**src/design/bkce_pkg.sv**
```systemverilog
`timescale 1ns / 1ps
// ----------------------------------------------------------------------------
// bkce_pkg
// Shared types and constants of the bezier keyframe curve evaluator.
// ----------------------------------------------------------------------------
package bkce_pkg;

  localparam int MAX_FRAMES = 64;
  localparam int IDX_W      = $clog2(MAX_FRAMES);
  localparam int CNT_W      = IDX_W + 1;
  localparam int D_W        = 32;
  localparam int FC_W       = 7;
  localparam int STEP_W     = 5;
  localparam int DIV_LAST   = 16;
  localparam int MUL_LAST   = 10;
  localparam int PADDR_W    = 3;

  // request modes
  localparam logic [1:0] MODE_LOAD = 2'd0;
  localparam logic [1:0] MODE_SET  = 2'd1;
  localparam logic [1:0] MODE_ADV  = 2'd2;

  // register indexes
  localparam logic [PADDR_W-3:0] REG_FRAME_COUNT = '0;

  typedef struct packed {
    logic [1:0]              mode;
    logic [5:0]              frame_index;
    logic signed [D_W-1:0]   key_x;
    logic signed [D_W-1:0]   key_y;
    logic signed [D_W-1:0]   handle_in_y;
    logic signed [D_W-1:0]   handle_out_y;
    logic signed [D_W-1:0]   time_or_delta;
  } in_req_t;

  typedef struct packed {
    logic signed [D_W-1:0]   curve_value;
    logic                    segment_hit;
    logic signed [D_W-1:0]   current_time;
  } out_rsp_t;

  // one keyframe as kept in memory
  typedef struct packed {
    logic signed [D_W-1:0]   out_y;
    logic signed [D_W-1:0]   in_y;
    logic signed [D_W-1:0]   y;
    logic signed [D_W-1:0]   x;
  } key_t;

  typedef enum logic [2:0] {
    OP_NONE,
    OP_ACCEPT,
    OP_RD,
    OP_CMP,
    OP_DIV,
    OP_MUL,
    OP_EMIT
  } dp_op_e;

  typedef struct packed {
    dp_op_e              op;
    logic [IDX_W-1:0]    addr;
    logic [STEP_W-1:0]   step;
  } dp_cmd_t;

  typedef struct packed {
    logic                hit;
  } dp_status_t;

endpackage

```
**src/design/bkce_ctrl.sv**
```systemverilog
`timescale 1ns / 1ps
// ----------------------------------------------------------------------------
// bkce_ctrl
// Sequencer: request accept, segment search, divide, weights, response.
// ----------------------------------------------------------------------------
module bkce_ctrl (
  input  logic                 clk_i,
  input  logic                 rst_ni,
  input  logic                 in_valid_i,
  input  logic [1:0]           in_mode_i,
  output logic                 in_ready_o,
  output logic                 out_valid_o,
  input  logic                 out_ready_i,
  input  logic [bkce_pkg::FC_W-1:0] frame_count_i,
  input  bkce_pkg::dp_status_t status_i,
  output bkce_pkg::dp_cmd_t    cmd_o
);
  import bkce_pkg::*;

  typedef enum logic [2:0] {
    S_IDLE,
    S_RD,
    S_CMP,
    S_DIV,
    S_MUL,
    S_FIN
  } state_e;

  state_e            state_q, state_d;
  logic [CNT_W-1:0]  addr_q, addr_d;
  logic [STEP_W-1:0] step_q, step_d;
  logic              out_valid_q, out_valid_d;
  logic [CNT_W-1:0]  n_w;
  logic              accept;

  // frames in use, capped at the memory depth
  assign n_w = (frame_count_i > FC_W'(MAX_FRAMES)) ? CNT_W'(MAX_FRAMES)
                                                   : CNT_W'(frame_count_i);
  assign accept = in_valid_i && (state_q == S_IDLE);

  // next state and commands
  always_comb begin
    state_d     = state_q;
    addr_d      = addr_q;
    step_d      = step_q;
    out_valid_d = out_valid_q && !out_ready_i;
    cmd_o.op    = OP_NONE;
    cmd_o.addr  = addr_q[IDX_W-1:0];
    cmd_o.step  = step_q;
    case (state_q)
      S_IDLE: begin
        if (accept) begin
          cmd_o.op = OP_ACCEPT;
          addr_d   = '0;
          if ((in_mode_i == MODE_SET || in_mode_i == MODE_ADV) && n_w >= CNT_W'(2)) begin
            state_d = S_RD;
          end else begin
            state_d = S_FIN;
          end
        end
      end
      S_RD: begin
        cmd_o.op = OP_RD;
        state_d  = S_CMP;
      end
      S_CMP: begin
        cmd_o.op = OP_CMP;
        if (addr_q != '0 && status_i.hit) begin
          step_d  = '0;
          state_d = S_DIV;
        end else if (addr_q + CNT_W'(1) == n_w) begin
          state_d = S_FIN;
        end else begin
          addr_d  = addr_q + CNT_W'(1);
          state_d = S_RD;
        end
      end
      S_DIV: begin
        cmd_o.op = OP_DIV;
        if (step_q == STEP_W'(DIV_LAST)) begin
          step_d  = '0;
          state_d = S_MUL;
        end else begin
          step_d = step_q + STEP_W'(1);
        end
      end
      S_MUL: begin
        cmd_o.op = OP_MUL;
        if (step_q == STEP_W'(MUL_LAST)) begin
          state_d = S_FIN;
        end else begin
          step_d = step_q + STEP_W'(1);
        end
      end
      S_FIN: begin
        if (!out_valid_q || out_ready_i) begin
          cmd_o.op    = OP_EMIT;
          out_valid_d = 1'b1;
          state_d     = S_IDLE;
        end
      end
      default: begin
        state_d = S_IDLE;
      end
    endcase
  end

  // state and registered outputs
  always_ff @(posedge clk_i or negedge rst_ni) begin
    if (!rst_ni) begin
      state_q     <= S_IDLE;
      addr_q      <= '0;
      step_q      <= '0;
      out_valid_q <= 1'b0;
    end else begin
      state_q     <= state_d;
      addr_q      <= addr_d;
      step_q      <= step_d;
      out_valid_q <= out_valid_d;
    end
  end

  assign in_ready_o  = (state_q == S_IDLE);
  assign out_valid_o = out_valid_q;

endmodule
```
**config.mk**
```make
export PLATFORM = sky130hd
export DESIGN_NAME = bkce_ctrl
export DESIGN_NICKNAME = d
export VERILOG_FILES = /design/src/design/bkce_pkg.sv /design/src/design/bkce_ctrl.sv
export SDC_FILE = /design/constraint.sdc
export NUM_CORES = 1
export LEC_CHECK = 0
export BUFFER_PORTS_ARGS = -buffer_cell sky130_fd_sc_hd__buf_2
export CORE_MARGIN = 3
export CORE_UTILIZATION = 32
export CTS_BUF_LIST = sky130_fd_sc_hd__clkbuf_8
export CTS_CLUSTER_SIZE = 28
export DETAILED_ROUTE_END_ITERATION = 10
export PLACE_DENSITY = 0.6
export SYNTH_ARGS = -nofsm -noshare
export SYNTH_HDL_FRONTEND = slang
export SYNTH_SLANG_ARGS = --single-unit
```
**constraint.sdc**
```tcl
create_clock -name clk_i -period 2.6 [get_ports clk_i]
set_input_delay 0 -clock clk_i [delete_from_list [all_inputs] [get_ports clk_i]]
set_output_delay 0 -clock clk_i [all_outputs]
set_load 0.05 [all_outputs]
```
-- Yosys cells after proc, flatten, opt, wreduce, memory -nomap -nowiden
Cells that the tools add are included.
- add/subtract/negate cells: 2
- $mul: 0
- div/mod/pow operators: 0
- $lt $le $gt $ge: 2
- equal/unequal tests: 18
- shifts and indexed selects: 0
- mux-type cells: 22
- bitwise operators: 0
- reductions and logical operators: 15
- operators with widths (operator ; number):
    3-bit one-hot mux with 6 select lines ; 2
    7-bit 2-to-1 mux ; 4
    3-bit 2-to-1 mux ; 8
    5-bit 2-to-1 mux ; 3
    5-bit one-hot mux with 3 select lines ; 1
    2-bit != test, second input constant ; 7
    7-bit one-hot mux with 2 select lines ; 1
    4-bit AND reduction ; 2
    7-bit by 1-bit adder with 7-bit output, second input constant ; 1
    7-bit == test ; 1
    7-bit by 2-bit greater-or-equal comparator with 1-bit output, second input constant ; 1
    7-bit > comparator, second input constant ; 1
    7-bit nonzero test ; 1
    3-bit by 2-bit == test with 1-bit output, second input constant ; 2
    3-bit == test, second input constant ; 2
    5-bit by 1-bit adder with 5-bit output, second input constant ; 1
    5-bit by 4-bit == test with 1-bit output, second input constant ; 1
    5-bit == test, second input constant ; 1
    1-bit logical AND ; 4
    3-bit by 1-bit == test with 1-bit output, second input constant ; 1
    3-bit zero test ; 1
    1-bit 2-to-1 mux ; 3
    3-bit AND reduction ; 1
    3-bit nonzero test ; 1
    6 further kinds ; 8
- register bits after elaboration: 16
- latch bits: 0
- RAM bits: 0
- bits in read-only memories: 0
- input port bits: 14
- output and inout bits: 16
- word-level logic and storage cells: 63
- memories kept: 0

-- Longest topological paths before layout
- word-level depth: 7
- mapped depth: 10
- depth with buffers taken out: 8

-- Worst setup path before layout
No wires, ideal clock.
- kind: register to register
- start: register addr_q[0]
- end: register addr_q[4]
- setup time: 0.130 ns
- arrival time: 2.175 ns
- required time: 2.470 ns
- setup slack: 0.294 ns
- stages on the path, launching flop included: 9
- buffers on the path: 2
- period minus slack after synthesis: 2.306 ns
- cell sequence: dfrtp_1 buf_2 nand4_1 or3_4 a2111o_1 a2111oi_4 or3_1 buf_6 o31ai_1
- word-level cells in the longest chain between the ends: 4
- elaborated cells between the ends (all ways): 10
- classes of those cells: add/sub (1); eq/ne (3); mux (3); reduce/logical (3)
- RTL lines (item ; RTL line ; source):
    start: declaration ; bkce_ctrl.sv:30 ; logic [CNT_W-1:0] addr_q, addr_d;
    start signal: assignment ; bkce_ctrl.sv:117 ; addr_q <= addr_d;
    7-bit by 1-bit adder with 7-bit output or 7-bit nonzero test (tied branches) ; bkce_ctrl.sv:71, bkce_ctrl.sv:74, bkce_ctrl.sv:68 ;
    7-bit == test (tied with other cells) ; bkce_ctrl.sv:71 ; end else if (addr_q + CNT_W'(1) == n_w) begin
    2-bit != test (no line) or 7-bit 2-to-1 mux (tied branches) ; n/a ;
    4-bit AND reduction (no line) or 7-bit one-hot mux with 2 select lines (tied branches) ; n/a ;
Parallel ways exist; a longest one is shown, timed or not. The select of a mux whose other input is x is not followed.
A chain may end at the register's enable or synchronous reset.

-- Worst setup path in the final report
- start: register addr_q[0]
- end: register addr_q[1]
The elaborated chain is that of the path after synthesis.

==> results.json <==
{
  "start_kind": "register",
  "slew_headroom_pct": 71.6,
  "synth_top_area_share_pct": 28.9,
  "critPathMaxFanout": 10,
  "r2r-end": "addr_q[1]",
  "ys_seq_area_share_pct": 28.9,
  "use_met1_pct": 20.8,
  "hp-class": "input port to register",
  "end_kind": "register",
  "synth_common_cells": "nand2_1 (25), o21ai_0 (20), dfrtp_1 (16)",
  "syn-num-nets": 195,
  "r2r-start": "addr_q[0]",
  "cts_buffer_depth": 2,
  "drv_slew": 0,
  "grt.total_usage_pct": 14.5,
  "pre_cts_slack_ps": 226,
  "ff2ff_setup_slack_ps": 180,
  "syn_area_mm2": 0.00139,
  "drt_iter0_markers": 86,
  "p_int_uw": 752,
  "power.net_switching_uw": 855,
  "synth_edf_count": 0,
  "die_area_mm2": 0.00516,
  "viasPerCell": 5.28,
  "grt_pass1_wl_um": 5950,
  "ys_types": 43,
  "gr-usage-met2_pct": 21.9,
  "die_height_um": 71.9,
  "max_freq_ghz": 0.414,
  "final.min_clock_period_ps": 2420,
  "power.density_mw_per_mm2": 974,
  "worstHoldStart": "out_ready_i",
  "ys_ff_latch": 16,
  "worstPathArrival_ps": 2560,
  "diodes": 0,
  "antenna_found_initial": 0,
  "core-area_mm2": 0.00409,
  "cts.sinks": 16,
  "tightest_slew_ps": 427,
  "ioPinCount": 30,
  "area_delta_synth_final_pct": 18.9,
  "setup_viol": 0,
  "rr_worst_depth": 6,
  "grt_setup_unrepaired": "no",
  "synth_cells": 176,
  "routed-via-count": 1352,
  "crit_required_ps": 2740,
  "synth_top_flop_cell": "dfrtp_1",
  "globalplace.congestion": 0.834,
  "holdPathEnd": "out_valid_o",
  "cp_slowest_cell": "dfrtp_1",
  "first_global_vias": 1255,
  "drive_above_1_share_pct": 24.8,
  "ant_nets": 0,
  "route.detailed.drc": 0,
  "finalWorstSetupSlack_ps": 184,
  "io_buffers": 29,
  "placementRows": 23,
  "htree_levels": 1,
  "synth_area_leaders": "dfrtp_1 (29%), o21ai_0 (7.2%), nand2_1 (6.8%)",
  "clk-insertion-delay-late_ps": 260,
  "top_usage_layer": "met2",
  "cts.repair.resized": 0,
  "maxCapViolCount": 0,
  "crit_chain": "nand4_1 -> or3_4 -> a2111o_1 -> a2111oi_4 -> or3_1 -> o21ai_1",
  "cts.root.buffer_cell": "clkbuf_8",
  "clock_power_share_pct": 14.4,
  "cp_top_family": "simple AND/OR/NAND/NOR gates",
  "wl_per_cell_um": 13.5,
  "yosysWarnings": 0,
  "path_buf_inv": 0,
  "die_w_um": 71.9,
  "dpl.hpwl_um": 2620,
  "numCtsBuffers": 3,
  "yosys.area.top_type": "dfrtp_1",
  "hold_depth": 3,
  "power.leakage_nw": 0.760,
  "finalClockSkew_ps": 2.26,
  "whs_ps": 76.1,
  "grt_max_degree": 18,
  "synth.most_common_cell": "nand2_1",
  "cts_tree": "done",
  "fin_crit_sh_pct": 92.9,
  "start_util_pct": 34.0,
  "power_mw": 1.61,
  "clk_pin_slew_ps": 70,
  "ir_drop_mv": 0.359,
  "wirelength_um": 3460,
  "first_pass_iters": 4,
  "async_reset_ff_share_pct": 100,
  "grt-ovfl-total": 0,
  "final_nets": 226,
  "hold_viol": 0,
  "switching_share_pct": 53.2,
  "status": "finished clean",
  "grt_util_met3_pct": 1.96,
  "worst-setup-path-type": "register to register",
  "fill_cells": 439,
  "seqPwrFrac_pct": 23.6,
  "tns_ps": 0,
  "combPwrFrac_pct": 62.0,
  "critPathMaxStageDelay_ps": 530,
  "synth.avg_cell_area_um2": 7.88
}
[metrics by stage]
step | instances | utilization [%] | instance area [um2]
3_3_place_gp | 251 | 38.8 | 1590
5_1_grt | 256 | 40.4 | 1650
4_1_cts | 256 | 40.4 | 1650
6_report | 256 | 40.4 | 1650
3_5_place_dp | 251 | 38.8 | 1590
2_1_floorplan | 176 | - | 1390
[how the worst max path moves through the flow]
stage	start	end	slack, ps	cells past startpoint
3_5_place_dp	addr_q[0]	addr_q[1]	230	6
4_1_cts	addr_q[0]	addr_q[1]	210	6
5_1_grt	addr_q[0]	addr_q[4]	20	6
2_1_floorplan	addr_q[0]	addr_q[4]	290	8
6_report	addr_q[0]	addr_q[1]	180	6
3_3_place_gp	addr_q[0]	addr_q[1]	290	6
[repair_timing]
action | in CTS | in global routing
endpoints found under the hold margin | 16 | 0
buffers inserted | 0 | 0
setup endpoints to repair | 0 | 0
hold buffers | 1 | 0
[metal layers]
layer | vias to the layer above | wire, um
met2 | 48 | 1530
met3 | 5 | 173
met5 | - | 0
met1 | 621 | 1710
met4 | 0 | 51
li1 | 678 | -
[final cells by class]
class	count	area [um2]	share of cell area, %
Clock buffer	4	55.1	3.34
Inverter	10	37.5	2.27
Timing Repair Buffer	40	230	13.9
Sequential cell	16	400	24.3
Tap cell	50	62.6	3.79
Multi-Input combinational cell	136	865	52.4
[state kept, by name, summed over array words and instances (netlist names)]
signal and cells:
addr_q 7, out_valid_o 1, state_q 3, step_q 5
[worst min-delay path, delay by kind of cell]
kind	cells	cell delay (ps)
buffers and inverters	1	70
AND/OR/NAND/NOR	1	70
AO/OA/AOI/OAI	1	150
[cells in the final DEF, fill, tap and decap left out, types with 2 or more instances in the layout]
master and count:
or3_1 4, a21oi_1 9, o21ai_0 20, buf_4 10, nand2b_1 5, a22oi_1 2, nand2_1 25, nor2_1 9
ha_1 5, inv_1 9, and2_1 2, nor2b_1 5, nand3_1 9, dfrtp_1 16, nor4bb_1 2, clkbuf_8 4
xnor2_1 4, o21ai_1 4, o31ai_1 7, buf_2 29, nor3_1 4
[kinds of logic after synthesis]
kind of cell / count (synthesis) / synth area share [%]
buf+inv: 24 / 8.84
xor+xnor: 6 / 6.13
compound gates: 53 / 24.9
simple gates: 72 / 26.8
flops: 16 / 28.9
fa+ha+maj: 5 / 4.51
[power groups by stage]
stage	combinational, mW	sequential, mW	clock, mW
2_1_floorplan	0.721	0.437	0
3_3_place_gp	0.993	0.379	0
3_5_place_dp	0.992	0.383	0
4_1_cts	0.996	0.378	0.233
5_1_grt	1.10	0.390	0.241
6_report	0.997	0.379	0.232
No activity file was read; power rests on OpenSTA's default activity.
